**src/hdl/blr_pkg.sv**
```systemverilog
// ----------------------------------------------------------------------------
// blr_pkg
// Shared types and constants of the line rasterizer: payload structs, the
// segment descriptor passed from the front end to the walker, register codes.
// ----------------------------------------------------------------------------
package blr_pkg;

  localparam int COORD_BITS = 12;
  localparam int CFG_BITS   = 13;
  localparam int ADDR_BITS  = 26;
  localparam int PROD_BITS  = COORD_BITS + CFG_BITS;

  localparam int FIFO_DEPTH    = 2;
  localparam int FIFO_PTR_BITS = $clog2(FIFO_DEPTH);

  localparam logic [CFG_BITS-1:0] IMAGE_WIDTH_RST  = CFG_BITS'(640);
  localparam logic [CFG_BITS-1:0] IMAGE_HEIGHT_RST = CFG_BITS'(480);

  typedef enum logic [0:0] {
    REG_IMAGE_WIDTH  = 1'b0,
    REG_IMAGE_HEIGHT = 1'b1
  } cfg_reg_e;

  typedef struct packed {
    logic signed [COORD_BITS-1:0] start_x;
    logic signed [COORD_BITS-1:0] start_y;
    logic signed [COORD_BITS-1:0] end_x;
    logic signed [COORD_BITS-1:0] end_y;
  } seg_in_t;

  typedef struct packed {
    logic signed [COORD_BITS-1:0] pixel_x;
    logic signed [COORD_BITS-1:0] pixel_y;
    logic                         inside_res;
    logic [ADDR_BITS-1:0]         byte_address;
    logic                         too_long;
    logic                         last;
  } pix_out_t;

  // classified segment, queued between front end and walker
  typedef struct packed {
    logic signed [COORD_BITS-1:0] start_x;
    logic signed [COORD_BITS-1:0] start_y;
    logic signed [COORD_BITS-1:0] end_x;
    logic signed [COORD_BITS-1:0] end_y;
    logic [COORD_BITS-1:0]        span_x;
    logic [COORD_BITS-1:0]        span_y;
    logic                         step_x_neg;
    logic                         step_y_neg;
    logic                         too_long;
  } seg_desc_t;

  // one visited pixel leaving the walker
  typedef struct packed {
    logic signed [COORD_BITS-1:0] x;
    logic signed [COORD_BITS-1:0] y;
    logic                         too_long;
    logic                         last;
  } walk_pix_t;

endpackage

```
**src/hdl/blr_front.sv**
```systemverilog
// ----------------------------------------------------------------------------
// blr_front
// Accepts segments and classifies them: spans, step directions, too-long.
// ----------------------------------------------------------------------------
module blr_front import blr_pkg::*; #(
  parameter int MAX_SPAN = 63
) (
  input  logic      in_valid_i,
  output logic      in_ready_o,
  input  seg_in_t   in_data_i,
  input  logic      fifo_full_i,
  output logic      push_o,
  output seg_desc_t desc_o
);

  logic signed [COORD_BITS:0] dx, dy;
  logic [COORD_BITS:0]        abs_x, abs_y;

  assign in_ready_o = !fifo_full_i;
  assign push_o     = in_valid_i && !fifo_full_i;

  always_comb begin
    dx = {in_data_i.end_x[COORD_BITS-1], in_data_i.end_x}
       - {in_data_i.start_x[COORD_BITS-1], in_data_i.start_x};
    dy = {in_data_i.end_y[COORD_BITS-1], in_data_i.end_y}
       - {in_data_i.start_y[COORD_BITS-1], in_data_i.start_y};
    abs_x = dx[COORD_BITS] ? -dx : dx;
    abs_y = dy[COORD_BITS] ? -dy : dy;

    desc_o.start_x    = in_data_i.start_x;
    desc_o.start_y    = in_data_i.start_y;
    desc_o.end_x      = in_data_i.end_x;
    desc_o.end_y      = in_data_i.end_y;
    desc_o.span_x     = abs_x[COORD_BITS-1:0];
    desc_o.span_y     = abs_y[COORD_BITS-1:0];
    desc_o.step_x_neg = !(in_data_i.start_x < in_data_i.end_x);
    desc_o.step_y_neg = !(in_data_i.start_y < in_data_i.end_y);
    desc_o.too_long   = (abs_x > (COORD_BITS+1)'(MAX_SPAN))
                     || (abs_y > (COORD_BITS+1)'(MAX_SPAN));
  end

endmodule

```
**src/hdl/blr_fifo.sv**
```systemverilog
// ----------------------------------------------------------------------------
// blr_fifo
// Short segment queue decoupling the front end from the walker.
// ----------------------------------------------------------------------------
module blr_fifo import blr_pkg::*; (
  input  logic      clk_i,
  input  logic      rst_ni,
  input  logic      push_i,
  input  seg_desc_t push_data_i,
  input  logic      pop_i,
  output seg_desc_t pop_data_o,
  output logic      full_o,
  output logic      empty_o
);

  seg_desc_t                mem_q [FIFO_DEPTH];
  logic [FIFO_PTR_BITS-1:0] wr_ptr_q, rd_ptr_q;
  logic [FIFO_PTR_BITS:0]   count_q;

  assign full_o     = (count_q == (FIFO_PTR_BITS+1)'(FIFO_DEPTH));
  assign empty_o    = (count_q == '0);
  assign pop_data_o = mem_q[rd_ptr_q];

  always_ff @(posedge clk_i or negedge rst_ni) begin
    if (!rst_ni) begin
      wr_ptr_q <= '0;
      rd_ptr_q <= '0;
      count_q  <= '0;
    end else begin
      if (push_i) wr_ptr_q <= wr_ptr_q + 1'b1;
      if (pop_i)  rd_ptr_q <= rd_ptr_q + 1'b1;
      if (push_i && !pop_i)      count_q <= count_q + 1'b1;
      else if (!push_i && pop_i) count_q <= count_q - 1'b1;
    end
  end

  always_ff @(posedge clk_i) begin
    if (push_i) mem_q[wr_ptr_q] <= push_data_i;
  end

endmodule

```
**src/hdl/blr_walker.sv**
```systemverilog
// ----------------------------------------------------------------------------
// blr_walker
// Bresenham stepper: loads one segment, emits one pixel per advancing cycle.
// ----------------------------------------------------------------------------
module blr_walker import blr_pkg::*; #(
  parameter int MAX_SPAN = 63
) (
  input  logic      clk_i,
  input  logic      rst_ni,
  input  logic      desc_valid_i,
  input  seg_desc_t desc_i,
  output logic      pop_o,
  input  logic      adv_i,
  output logic      pix_valid_o,
  output walk_pix_t pix_o
);

  localparam int SPAN_BITS = $clog2(MAX_SPAN + 1);
  localparam int ERR_BITS  = SPAN_BITS + 3;

  logic                         busy_q;
  logic                         too_long_q;
  logic signed [COORD_BITS-1:0] cx_q, cy_q, tx_q, ty_q;
  logic signed [COORD_BITS-1:0] cx_d, cy_d;
  logic signed [ERR_BITS-1:0]   err_q, err_d;
  logic [SPAN_BITS-1:0]         sx_q, sy_q;
  logic                         nx_q, ny_q;

  logic                         at_end, fire;
  logic signed [ERR_BITS:0]     e2, span_x_e, span_y_e;

  assign pop_o       = !busy_q && desc_valid_i;
  assign pix_valid_o = busy_q;
  assign at_end      = (cx_q == tx_q) && (cy_q == ty_q);
  assign fire        = busy_q && adv_i;

  always_comb begin
    pix_o.x        = too_long_q ? '0 : cx_q;
    pix_o.y        = too_long_q ? '0 : cy_q;
    pix_o.too_long = too_long_q;
    pix_o.last     = too_long_q || at_end;

    span_x_e = (ERR_BITS+1)'(sx_q);
    span_y_e = (ERR_BITS+1)'(sy_q);
    e2       = {err_q, 1'b0};
    err_d    = err_q;
    cx_d     = cx_q;
    cy_d     = cy_q;
    if (e2 > -span_y_e) begin
      err_d = err_d - ERR_BITS'(sy_q);
      cx_d  = nx_q ? cx_q - 1'b1 : cx_q + 1'b1;
    end
    if (e2 < span_x_e) begin
      err_d = err_d + ERR_BITS'(sx_q);
      cy_d  = ny_q ? cy_q - 1'b1 : cy_q + 1'b1;
    end
  end

  always_ff @(posedge clk_i or negedge rst_ni) begin
    if (!rst_ni) begin
      busy_q <= 1'b0;
    end else if (pop_o) begin
      busy_q <= 1'b1;
    end else if (fire && pix_o.last) begin
      busy_q <= 1'b0;
    end
  end

  always_ff @(posedge clk_i) begin
    if (pop_o) begin
      too_long_q <= desc_i.too_long;
      cx_q       <= desc_i.start_x;
      cy_q       <= desc_i.start_y;
      tx_q       <= desc_i.end_x;
      ty_q       <= desc_i.end_y;
      sx_q       <= desc_i.span_x[SPAN_BITS-1:0];
      sy_q       <= desc_i.span_y[SPAN_BITS-1:0];
      nx_q       <= desc_i.step_x_neg;
      ny_q       <= desc_i.step_y_neg;
      err_q      <= ERR_BITS'(desc_i.span_x[SPAN_BITS-1:0])
                  - ERR_BITS'(desc_i.span_y[SPAN_BITS-1:0]);
    end else if (fire && !pix_o.last) begin
      cx_q  <= cx_d;
      cy_q  <= cy_d;
      err_q <= err_d;
    end
  end

endmodule

```
**src/hdl/blr_pixel_pipe.sv**
```systemverilog
// ----------------------------------------------------------------------------
// blr_pixel_pipe
// Clip test and address generation: multiply stage, then the output register.
// ----------------------------------------------------------------------------
module blr_pixel_pipe import blr_pkg::*; #(
  parameter int CHANNELS = 3
) (
  input  logic                clk_i,
  input  logic                rst_ni,
  input  logic [CFG_BITS-1:0] image_width_i,
  input  logic [CFG_BITS-1:0] image_height_i,
  input  logic                pix_valid_i,
  input  walk_pix_t           pix_i,
  output logic                adv_o,
  output logic                out_valid_o,
  input  logic                out_ready_i,
  output pix_out_t            out_data_o
);

  logic                   v1_q, out_valid_q;
  walk_pix_t              p1_q;
  logic                   in1_q;
  logic [PROD_BITS-1:0]   prod1_q;
  logic                   in_img;
  logic [ADDR_BITS-1:0]   sum;
  pix_out_t               out_q;

  // whole pipe moves as one; stalls only when the output beat is held
  assign adv_o       = !out_valid_q || out_ready_i;
  assign out_valid_o = out_valid_q;
  assign out_data_o  = out_q;

  assign in_img = !pix_i.too_long && !pix_i.x[COORD_BITS-1] && !pix_i.y[COORD_BITS-1]
               && ({1'b0, pix_i.x} < image_width_i)
               && ({1'b0, pix_i.y} < image_height_i);

  assign sum = ADDR_BITS'(prod1_q) + ADDR_BITS'(unsigned'(p1_q.x));

  always_ff @(posedge clk_i or negedge rst_ni) begin
    if (!rst_ni) begin
      v1_q        <= 1'b0;
      out_valid_q <= 1'b0;
    end else if (adv_o) begin
      v1_q        <= pix_valid_i;
      out_valid_q <= v1_q;
    end
  end

  always_ff @(posedge clk_i) begin
    if (adv_o) begin
      p1_q    <= pix_i;
      in1_q   <= in_img;
      prod1_q <= PROD_BITS'(unsigned'(pix_i.y) * image_width_i);

      out_q.pixel_x      <= p1_q.x;
      out_q.pixel_y      <= p1_q.y;
      out_q.inside_res   <= in1_q;
      out_q.byte_address <= in1_q ? ADDR_BITS'(sum * CHANNELS) : '0;
      out_q.too_long     <= p1_q.too_long;
      out_q.last         <= p1_q.last;
    end
  end

endmodule

```
**src/hdl/bresenham_line_rasterizer_unit.sv**
```systemverilog
// ----------------------------------------------------------------------------
// bresenham_line_rasterizer_unit
// Segment rasterizer: one beat out per visited pixel, with clip flag and
// interleaved-image byte address.
// ----------------------------------------------------------------------------
// A segment whose spans are dx and dy produces max(dx, dy) + 1 pixel beats,
// one per cycle from the walker while the pipe does not stall, once loaded from
// the two-entry queue; a rejected (too long) segment gives a single beat. The
// first beat passes the queue, walker, multiply stage and output register.
// Segments are accepted into the queue while the walker is still drawing the
// previous one. The user must write configuration registers through cfg_we_i /
// cfg_idx_i / cfg_data_i only while the block is idle; the block does not enforce it.
module bresenham_line_rasterizer_unit import blr_pkg::*; #(
  parameter int MAX_SPAN = 63,
  parameter int CHANNELS = 3
) (
  input  logic                clk_i,
  input  logic                rst_ni,
  input  logic                cfg_we_i,
  input  cfg_reg_e            cfg_idx_i,
  input  logic [CFG_BITS-1:0] cfg_data_i,
  input  logic                in_valid_i,
  output logic                in_ready_o,
  input  seg_in_t             in_data_i,
  output logic                out_valid_o,
  input  logic                out_ready_i,
  output pix_out_t            out_data_o
);

  logic [CFG_BITS-1:0] image_width_q, image_height_q;
  logic                fifo_full, fifo_empty, push, pop, adv, pix_valid;
  seg_desc_t           push_desc, pop_desc;
  walk_pix_t           pix;

  always_ff @(posedge clk_i or negedge rst_ni) begin
    if (!rst_ni) begin
      image_width_q  <= IMAGE_WIDTH_RST;
      image_height_q <= IMAGE_HEIGHT_RST;
    end else if (cfg_we_i) begin
      case (cfg_idx_i)
        REG_IMAGE_WIDTH:  image_width_q  <= cfg_data_i;
        REG_IMAGE_HEIGHT: image_height_q <= cfg_data_i;
        default: ;
      endcase
    end
  end

  blr_front #(.MAX_SPAN(MAX_SPAN)) u_front (
    .in_valid_i  (in_valid_i),
    .in_ready_o  (in_ready_o),
    .in_data_i   (in_data_i),
    .fifo_full_i (fifo_full),
    .push_o      (push),
    .desc_o      (push_desc)
  );

  blr_fifo u_fifo (
    .clk_i       (clk_i),
    .rst_ni      (rst_ni),
    .push_i      (push),
    .push_data_i (push_desc),
    .pop_i       (pop),
    .pop_data_o  (pop_desc),
    .full_o      (fifo_full),
    .empty_o     (fifo_empty)
  );

  blr_walker #(.MAX_SPAN(MAX_SPAN)) u_walker (
    .clk_i        (clk_i),
    .rst_ni       (rst_ni),
    .desc_valid_i (!fifo_empty),
    .desc_i       (pop_desc),
    .pop_o        (pop),
    .adv_i        (adv),
    .pix_valid_o  (pix_valid),
    .pix_o        (pix)
  );

  blr_pixel_pipe #(.CHANNELS(CHANNELS)) u_pipe (
    .clk_i          (clk_i),
    .rst_ni         (rst_ni),
    .image_width_i  (image_width_q),
    .image_height_i (image_height_q),
    .pix_valid_i    (pix_valid),
    .pix_i          (pix),
    .adv_o          (adv),
    .out_valid_o    (out_valid_o),
    .out_ready_i    (out_ready_i),
    .out_data_o     (out_data_o)
  );

  // rejected segment: single terminal beat with no pixel data
  a_too_long_beat: assert property (@(posedge clk_i) disable iff (!rst_ni)
    out_valid_o && out_data_o.too_long |->
      out_data_o.last && !out_data_o.inside_res
      && out_data_o.pixel_x == '0 && out_data_o.pixel_y == '0)
    else $error("too-long beat malformed");

  a_outside_addr: assert property (@(posedge clk_i) disable iff (!rst_ni)
    out_valid_o && !out_data_o.inside_res |-> out_data_o.byte_address == '0)
    else $error("address set on clipped pixel");

  // queue full must block the input side
  a_no_overflow: assert property (@(posedge clk_i) disable iff (!rst_ni)
    fifo_full |-> !in_ready_o && !push)
    else $error("segment queue overflow");

  a_pop_when_data: assert property (@(posedge clk_i) disable iff (!rst_ni)
    pop |-> !fifo_empty && !pix_valid)
    else $error("walker loaded while busy or queue empty");

endmodule

```
**config.mk**
```make
export PLATFORM = sky130hd
export DESIGN_NAME = bresenham_line_rasterizer_unit
export DESIGN_NICKNAME = d
export VERILOG_FILES = /design/src/hdl/blr_pkg.sv /design/src/hdl/blr_front.sv /design/src/hdl/blr_fifo.sv /design/src/hdl/blr_walker.sv /design/src/hdl/blr_pixel_pipe.sv /design/src/hdl/bresenham_line_rasterizer_unit.sv
export SDC_FILE = /design/constraint.sdc
export NUM_CORES = 1
export LEC_CHECK = 0
export ABC_AREA = 1
export BUFFER_PORTS_ARGS = -buffer_cell sky130_fd_sc_hd__buf_2
export CAP_MARGIN = 20
export CORE_MARGIN = 2
export CORE_UTILIZATION = 60
export CTS_CLUSTER_SIZE = 40
export DETAILED_ROUTE_END_ITERATION = 6
export GPL_TIMING_DRIVEN = 0
export PLACE_DENSITY = 0.79
export SLEW_MARGIN = 10
export SYNTH_ARGS = -nofsm -noshare
export SYNTH_HDL_FRONTEND = slang
export SYNTH_SLANG_ARGS = --single-unit
```
**constraint.sdc**
```tcl
create_clock -name clk_i -period 16.68 [get_ports clk_i]
set_input_delay 2.502 -clock clk_i [delete_from_list [all_inputs] [get_ports clk_i]]
set_output_delay 2.502 -clock clk_i [all_outputs]
set_load 0.01 [all_outputs]
```
# After elaboration in Yosys (flattened, before gate mapping)
# Memories as Yosys holds them, arrays and structs flattened.
# Cells that the tools add are included.
[classes]
eq_ne = 3
n_mul = 2
muxes = 22
n_lt_le_gt_ge = 8
addsub = 17
bitwise = 1
n_reduce_logical = 37
[ops]
columns = ["operator", "n"]
rows = [
  ["two-way mux 12 bit", 10],
  ["two-way mux 9 bit", 4],
  ["adder 25 x 12 -> 26 bit", 1],
  ["> comparator 13 x 6 -> 1 bit, second input constant", 2],
  ["less-than comparator 12 x 13 -> 1 bit", 2],
  ["multiplier 26 x 2 -> 26 bit, second input constant", 1],
  ["two-way mux 13 bit", 2],
  ["negator 13 bit", 2],
  ["subtractor 12 x 12 -> 13 bit", 2],
  ["multiplier 12 x 13 -> 25 bit", 1],
  ["adder 12 x 1 -> 12 bit, second input constant", 2],
  ["== test 12 bit", 2],
  ["less-than comparator 12 bit", 2],
  ["subtractor 12 x 1 -> 12 bit, second input constant", 2],
  ["logical AND 1 bit", 12],
  ["logical NOT 1 bit", 12],
  ["> comparator 10 bit", 1],
  ["less-than comparator 10 x 7 -> 1 bit", 1],
  ["negator 6 -> 10 bit", 1],
  ["nonzero test 2 bit", 5],
  ["adder 9 x 6 -> 9 bit", 1],
  ["subtractor 9 x 6 -> 9 bit", 1],
  ["AND reduction 2 bit", 4],
  ["subtractor 6 x 6 -> 7 bit", 1],
  ["other kinds (9)", 16],
]
[word_totals]
output_inout_bits = 55
elab_cells = 121
n_memories = 1
reg_bits = 210
input_bits = 67
mem_bits_rw = 150
[memory_table]
columns = ["name", "depth", "word_bits", "read_ports", "rd_clocked_by_memory_dff", "wr", "line_no", "source"]
rows = [
  ["u_fifo.mem_q", 2, 75, 1, 0, 1, "blr_fifo.sv:16", "seg_desc_t mem_q [FIFO_DEPTH];"],
]

# Depth between registers and ports, before layout
[depth]
ltp_word = 7
mapped_depth = 28
ltp_nobuf = 28

# By module
# From an unflattened synthesis, not the netlist that was laid out.
[unflattened]
hier_cells = 2968
hier_area_um2 = 26750.7
[modules_own_cells]
columns = ["module", "seq_area_each_um2", "area_each_um2", "cells_each", "instances"]
rows = [
  ["blr_pixel_pipe", 3203.1, 11606.1, 1397, 1],
  ["blr_fifo", 4604.4, 5773.0, 258, 1],
  ["blr_walker", 2187.1, 5491.5, 652, 1],
  ["blr_front", 0.0, 2832.7, 546, 1],
  ["bresenham_line_rasterizer_unit", 658.1, 1047.3, 115, 1],
]

# Worst setup path before layout
# OpenSTA, ideal clock, no wires.
[synth_timing]
path_type = "in2reg"
start = "input out_ready_i"
end = "register u_walker.cx_q[0] (enable)"
required_ns = 16.282
setup_ns = 0.398
setup_slack_ns = 10.080
path_buffers = 0
arrival_time_ns = 6.202
path_stages = 4
cell_sequence = "inv_1 -> nand2_1 -> nand4_1 -> o21ai_0"
[synth_via]
elab_chain_len = 5
[synth_rtl]
columns = ["element", "line_no", "source"]
rows = [
  ["from (decl)", "bresenham_line_rasterizer_unit.sv:26", "input logic out_ready_i,"],
  ["logical OR 1 bit", "blr_pixel_pipe.sv:29", "assign adv_o = !out_valid_q || out_ready_i;"],
  ["logical AND 1 bit", "blr_walker.sv:35", "assign fire = busy_q && adv_i;"],
  ["logical AND 1 bit", "blr_walker.sv:82", "end else if (fire && !pix_o.last) begin"],
  ["nonzero test 2 bit (no line)", "-", ""],
  ["AND reduction 2 bit (no line)", "-", ""],
  ["to (signal assigned)", "blr_walker.sv:72", "cx_q <= desc_i.start_x;"],
  ["to (decl)", "blr_walker.sv:23", "logic signed [COORD_BITS-1:0] cx_q, cy_q, tx_q, ty_q;"],
]
# Every way passes these cells.
# A chain may end at the register's enable or synchronous reset.

==> results.txt <==
----------------------------------------------------
[Clock tree]
  Longest Clk Path Bufs ... 3
  CTS Buf Count ... 35
  H-tree depth ... 2
  Clk pin slew, worst setup/hold paths ... 70 ps
  Count of hold buffers inserted by post-cts repair ... 0
  TritonCTS clock tree ... built
  CTS-repair resized insts ... 0
  Cell at the root of the clock tree ... sky130_fd_sc_hd__clkbuf_16
  Number of buffers inserted to repair setup after CTS ... 0
  Clock sink count ... 336
  Worst skew pair latency ... 540 ps

[Finish]
  Area taken by multi-input logic gates ... 12300 um^2
  FF+latch area ... 9930 um^2
  Fillcell total ... about 3200
  Core Util, Final ... 0.672
  Ant. Diodes ... 0
  Area growth from synthesis to final layout ... 10.6%
  Final #Nets ... between 3000 and 4000
  Layout cells sized above 1 ... 0.0985

[Synthesis]
  Count of state elements after synthesis ... roughly 340
  Count of flip-flops with a built-in enable after synthesis ... slightly above 300
  Syn. warnings ... 0
  Biggest area contributors in the synthesized netlist ... sky130_fd_sc_hd__edfxtp_1 (38%), sky130_fd_sc_hd__ha_1 (10%), sky130_fd_sc_hd__nand2_1 (10%)
  Post-Syn Instances ... 2680
  Sequential cell area fraction in the yosys report ... 0.412
  Synth unique cells ... 55
  Syn avg cell area ... 9.01 um^2
  Fraction of post-synthesis cell area in the top cell type by area ... 0.377
  Largest area contributor in the netlist ... sky130_fd_sc_hd__edfxtp_1
  Cell Area, Synth ... 24100 um^2
  Share of synthesized registers carrying an async set or reset ... 0.0982
  Commonest register cell after synthesis ... sky130_fd_sc_hd__edfxtp_1
  Post-synthesis net count ... 3068

[Critical path]
  Kind of critical path ... reg -> reg
  R2R Path Start ... u_walker.too_long_q
  Most frequent cell on the critical path ... sky130_fd_sc_hd__fa_1
  Category of the worst setup path launch point ... flop
  Endpoint of the worst register-to-register path ... u_pipe.prod1_q[21]
  Library cell contributing the largest single delay on the critical path ... sky130_fd_sc_hd__fa_1
  Combined buffer and inverter count along the critical path ... 7
  Critical path depth ... 23
  Crit-path leading delay family ... adder cells
  Longest individual stage delay on the worst path ... 600 ps
  Register-to-Register Path Depth ... 23
  Critical Path AT ... 6790 ps
  Cell breakdown of the critical path ... clkbuf_1, inv_2, nand2_1, inv_1, clkbuf_1, nand2_1, fa_1, fa_1, fa_1, inv_1, fa_1, inv_1, fa_1, inv_1, ha_1, a21oi_1, o21ai_0, a21o_1, nand2_1, nand2_1, a31oi_1, o21ai_0, xor2_1
  Minimum setup slack among reg-to-reg paths ... slightly above 10000 ps
  Critical path endpoint category ... flop
  Required @ worst endpoint ... 16950 ps
  Biggest fanout along the worst timing path ... 11

[Global route]
  Global Route Usage Sum ... 0.285
  Global routing usage on met3 ... 0.0336
  Busiest layer in global routing ... met2
  Initial antenna violation count ... 0
  Pin count of the biggest net entering global routing ... 49
  Met1 Use GR ... 0.351
  Met2 track utilization from global routing ... 0.513
  Residual overflow from global routing ... 0
  Wire length of the first global-routing pass ... roughly 94000 um
  Via count of the first global-routing pass ... 18786

[Outcome]
  Result of the run ... finished, final reports clean

[Timing]
  Transition time at the pin with the least slew margin ... 842 ps
  FMAX ... 0.153 GHz
  Final setup vio count ... 0
  Worst rel slew slack ... 0.437
  Final period util ... 0.391
  Count of final hold-check violations ... 0
  Final Worst Setup Slack ... 10160 ps
  Time the final worst path needs with I/O delays and setup ... roughly 6500 ps
  Number of pins with negative max-slew slack in the final report ... 0
  Total negative slack ... 0 ps
  Worst Clk Skew ... 11.2 ps
  Setup repair after global routing missed its margin ... no

[Detailed routing]
  Remaining antenna violation count after routing ... 0
  Vias per Instance ... 5.48
  First DRT Iteration DRCs ... 1278
  Wire length per cell ... about 17 um
  Total number of vias ... 18625
  Residual DRC count ... 0
  Detailed Routing Iterations Pass 1 ... 7
  Routed WL ... about 58000 um

[Hold path]
  Start point of the worst hold path ... u_pipe.p1_q[8]
  End of the worst hold path ... u_pipe.out_data_o[35]
  Worst min path class ... reg -> reg
  Cell depth of the worst min-delay path ... 0

[Floorplanning]
  Chip Width ... a little over 200 um
  Die Outline Area ... roughly 42000 um^2
  Die Y ... 205 um
  Effective utilization at floorplan ... 0.607
  CORE AREA ... 39700 um^2
  I/O pin total ... 122
  Number of placement rows ... 73

[Placement]
  Routability Congestion ... roughly 0.93
  Pre-CTS setup slack ... 10220 ps
  Half-perimeter wire length after placement ... 46100 um
  Count of input and output buffers ... 121

[Run]
  Number of violations of the max-capacitance limit ... 0

----------------------------------------------------
==> metrics by stage <==
step           std cells  instance area (um^2)  hold WS [ps]
6_report            3397                 26700           417
5_1_grt             3397                 26700           425
4_1_cts             3397                 26700           418
3_5_place_dp        3335                 25600           405
3_3_place_gp        3326                 25400           402
2_1_floorplan       2680                 24100           400
==> cells in the final DEF (no fill, tap or decap), types with 11 or more instances in the layout <==
cell type                   netlist  final
sky130_fd_sc_hd__nor3_1          16     16
sky130_fd_sc_hd__buf_2            2    123
sky130_fd_sc_hd__fa_1           119    119
sky130_fd_sc_hd__xnor2_1         47     47
sky130_fd_sc_hd__nand3_1         91     91
sky130_fd_sc_hd__or2_2           17     17
sky130_fd_sc_hd__dfrtp_1         27     27
sky130_fd_sc_hd__xor2_1          69     69
sky130_fd_sc_hd__clkbuf_16        0     36
sky130_fd_sc_hd__nand4_1         28     28
sky130_fd_sc_hd__ha_1           202    202
sky130_fd_sc_hd__inv_1          438    438
sky130_fd_sc_hd__o21ai_0        122    120
sky130_fd_sc_hd__a21oi_1        139    139
sky130_fd_sc_hd__clkinv_1         4     13
sky130_fd_sc_hd__clkbuf_1        40     43
sky130_fd_sc_hd__nand2_1        668    667
sky130_fd_sc_hd__inv_2           13     13
sky130_fd_sc_hd__o21ai_1          9     11
sky130_fd_sc_hd__edfxtp_1       303    303
sky130_fd_sc_hd__nor2_1         182    180
sky130_fd_sc_hd__nand2_2         27     27
==> flip-flops by register name, indices dropped and copies added, names as in the netlist, 13 cells and up <==
| name | cells |
|---|---|
| u_fifo.mem_q | 126 |
| image_height_q | 13 |
| image_width_q | 13 |
| u_pipe.out_data_o | 53 |
| u_pipe.p1_q | 26 |
| u_pipe.prod1_q | 25 |
==> kinds of logic after synthesis <==
group,after synthesis,synth area share
XOR/XNOR,116,0.0421
buffers and inverters,505,0.0794
AND/OR/NAND/NOR,1063,0.184
flip-flops,336,0.412
AO/OA/AOI/OAI,339,0.0791
adder cells (fa/ha/maj),321,0.203
==> synth_stat cells, types with 2 or more instances <==
master,instances
sky130_fd_sc_hd__a211oi_1,3
sky130_fd_sc_hd__a21o_1,3
sky130_fd_sc_hd__a21oi_1,139
sky130_fd_sc_hd__a21oi_2,4
sky130_fd_sc_hd__a31oi_1,9
sky130_fd_sc_hd__and3_1,2
sky130_fd_sc_hd__buf_1,5
sky130_fd_sc_hd__buf_2,2
sky130_fd_sc_hd__buf_6,2
sky130_fd_sc_hd__clkbuf_1,40
sky130_fd_sc_hd__clkinv_1,4
sky130_fd_sc_hd__dfrtp_1,27
sky130_fd_sc_hd__dfstp_2,6
sky130_fd_sc_hd__edfxtp_1,303
sky130_fd_sc_hd__fa_1,119
sky130_fd_sc_hd__ha_1,202
sky130_fd_sc_hd__inv_1,438
sky130_fd_sc_hd__inv_2,13
sky130_fd_sc_hd__nand2_1,668
sky130_fd_sc_hd__nand2_2,27
sky130_fd_sc_hd__nand3_1,91
sky130_fd_sc_hd__nand3_2,7
sky130_fd_sc_hd__nand3b_1,9
sky130_fd_sc_hd__nand4_1,28
sky130_fd_sc_hd__nor2_1,182
sky130_fd_sc_hd__nor2_2,6
sky130_fd_sc_hd__nor2_4,2
sky130_fd_sc_hd__nor3_1,16
sky130_fd_sc_hd__nor3_2,2
sky130_fd_sc_hd__nor4_1,3
sky130_fd_sc_hd__o2111ai_1,6
sky130_fd_sc_hd__o211ai_1,8
sky130_fd_sc_hd__o21a_1,8
sky130_fd_sc_hd__o21ai_0,122
sky130_fd_sc_hd__o21ai_1,9
sky130_fd_sc_hd__o21ai_2,4
sky130_fd_sc_hd__o21bai_1,9
sky130_fd_sc_hd__o31ai_1,4
sky130_fd_sc_hd__o32ai_1,2
sky130_fd_sc_hd__or2_2,17
sky130_fd_sc_hd__xnor2_1,47
sky130_fd_sc_hd__xor2_1,69
==> final cells by class <==
class | instances | share of cell area
multi-input cells | 1839 | 0.461
flip-flops and latches | 336 | 0.372
inverters | 455 | 0.0640
clock buffers | 40 | 0.0343
repair buffers | 130 | 0.0299
well taps | 525 | 0.0246
plain buffers | 50 | 0.00787
clock inverters | 22 | 0.00647
==> how the worst max path moves through the flow <==
stage	startpoint	endpoint
global placement	out_ready_i	u_walker.cy_q[6]
detailed placement	u_walker.too_long_q	u_pipe.prod1_q[21]
finish	u_walker.too_long_q	u_pipe.prod1_q[21]
CTS	u_walker.too_long_q	u_pipe.prod1_q[21]
floorplan	out_ready_i	u_walker.cx_q[0]
global route	u_walker.too_long_q	u_pipe.prod1_q[21]
==> routing by layer <==
| layer | vias up | routed length, um |
|---|---|---|
| met1 | 8875 | 23200 |
| met2 | 569 | 29400 |
| met3 | 136 | 3110 |
| met4 | 0 | 2150 |
| met5 | - | 0 |
| li1 | 9045 | - |
Power is not shown: default switching activity piles up to over one toggle a cycle in this logic, so the estimate is an artifact.
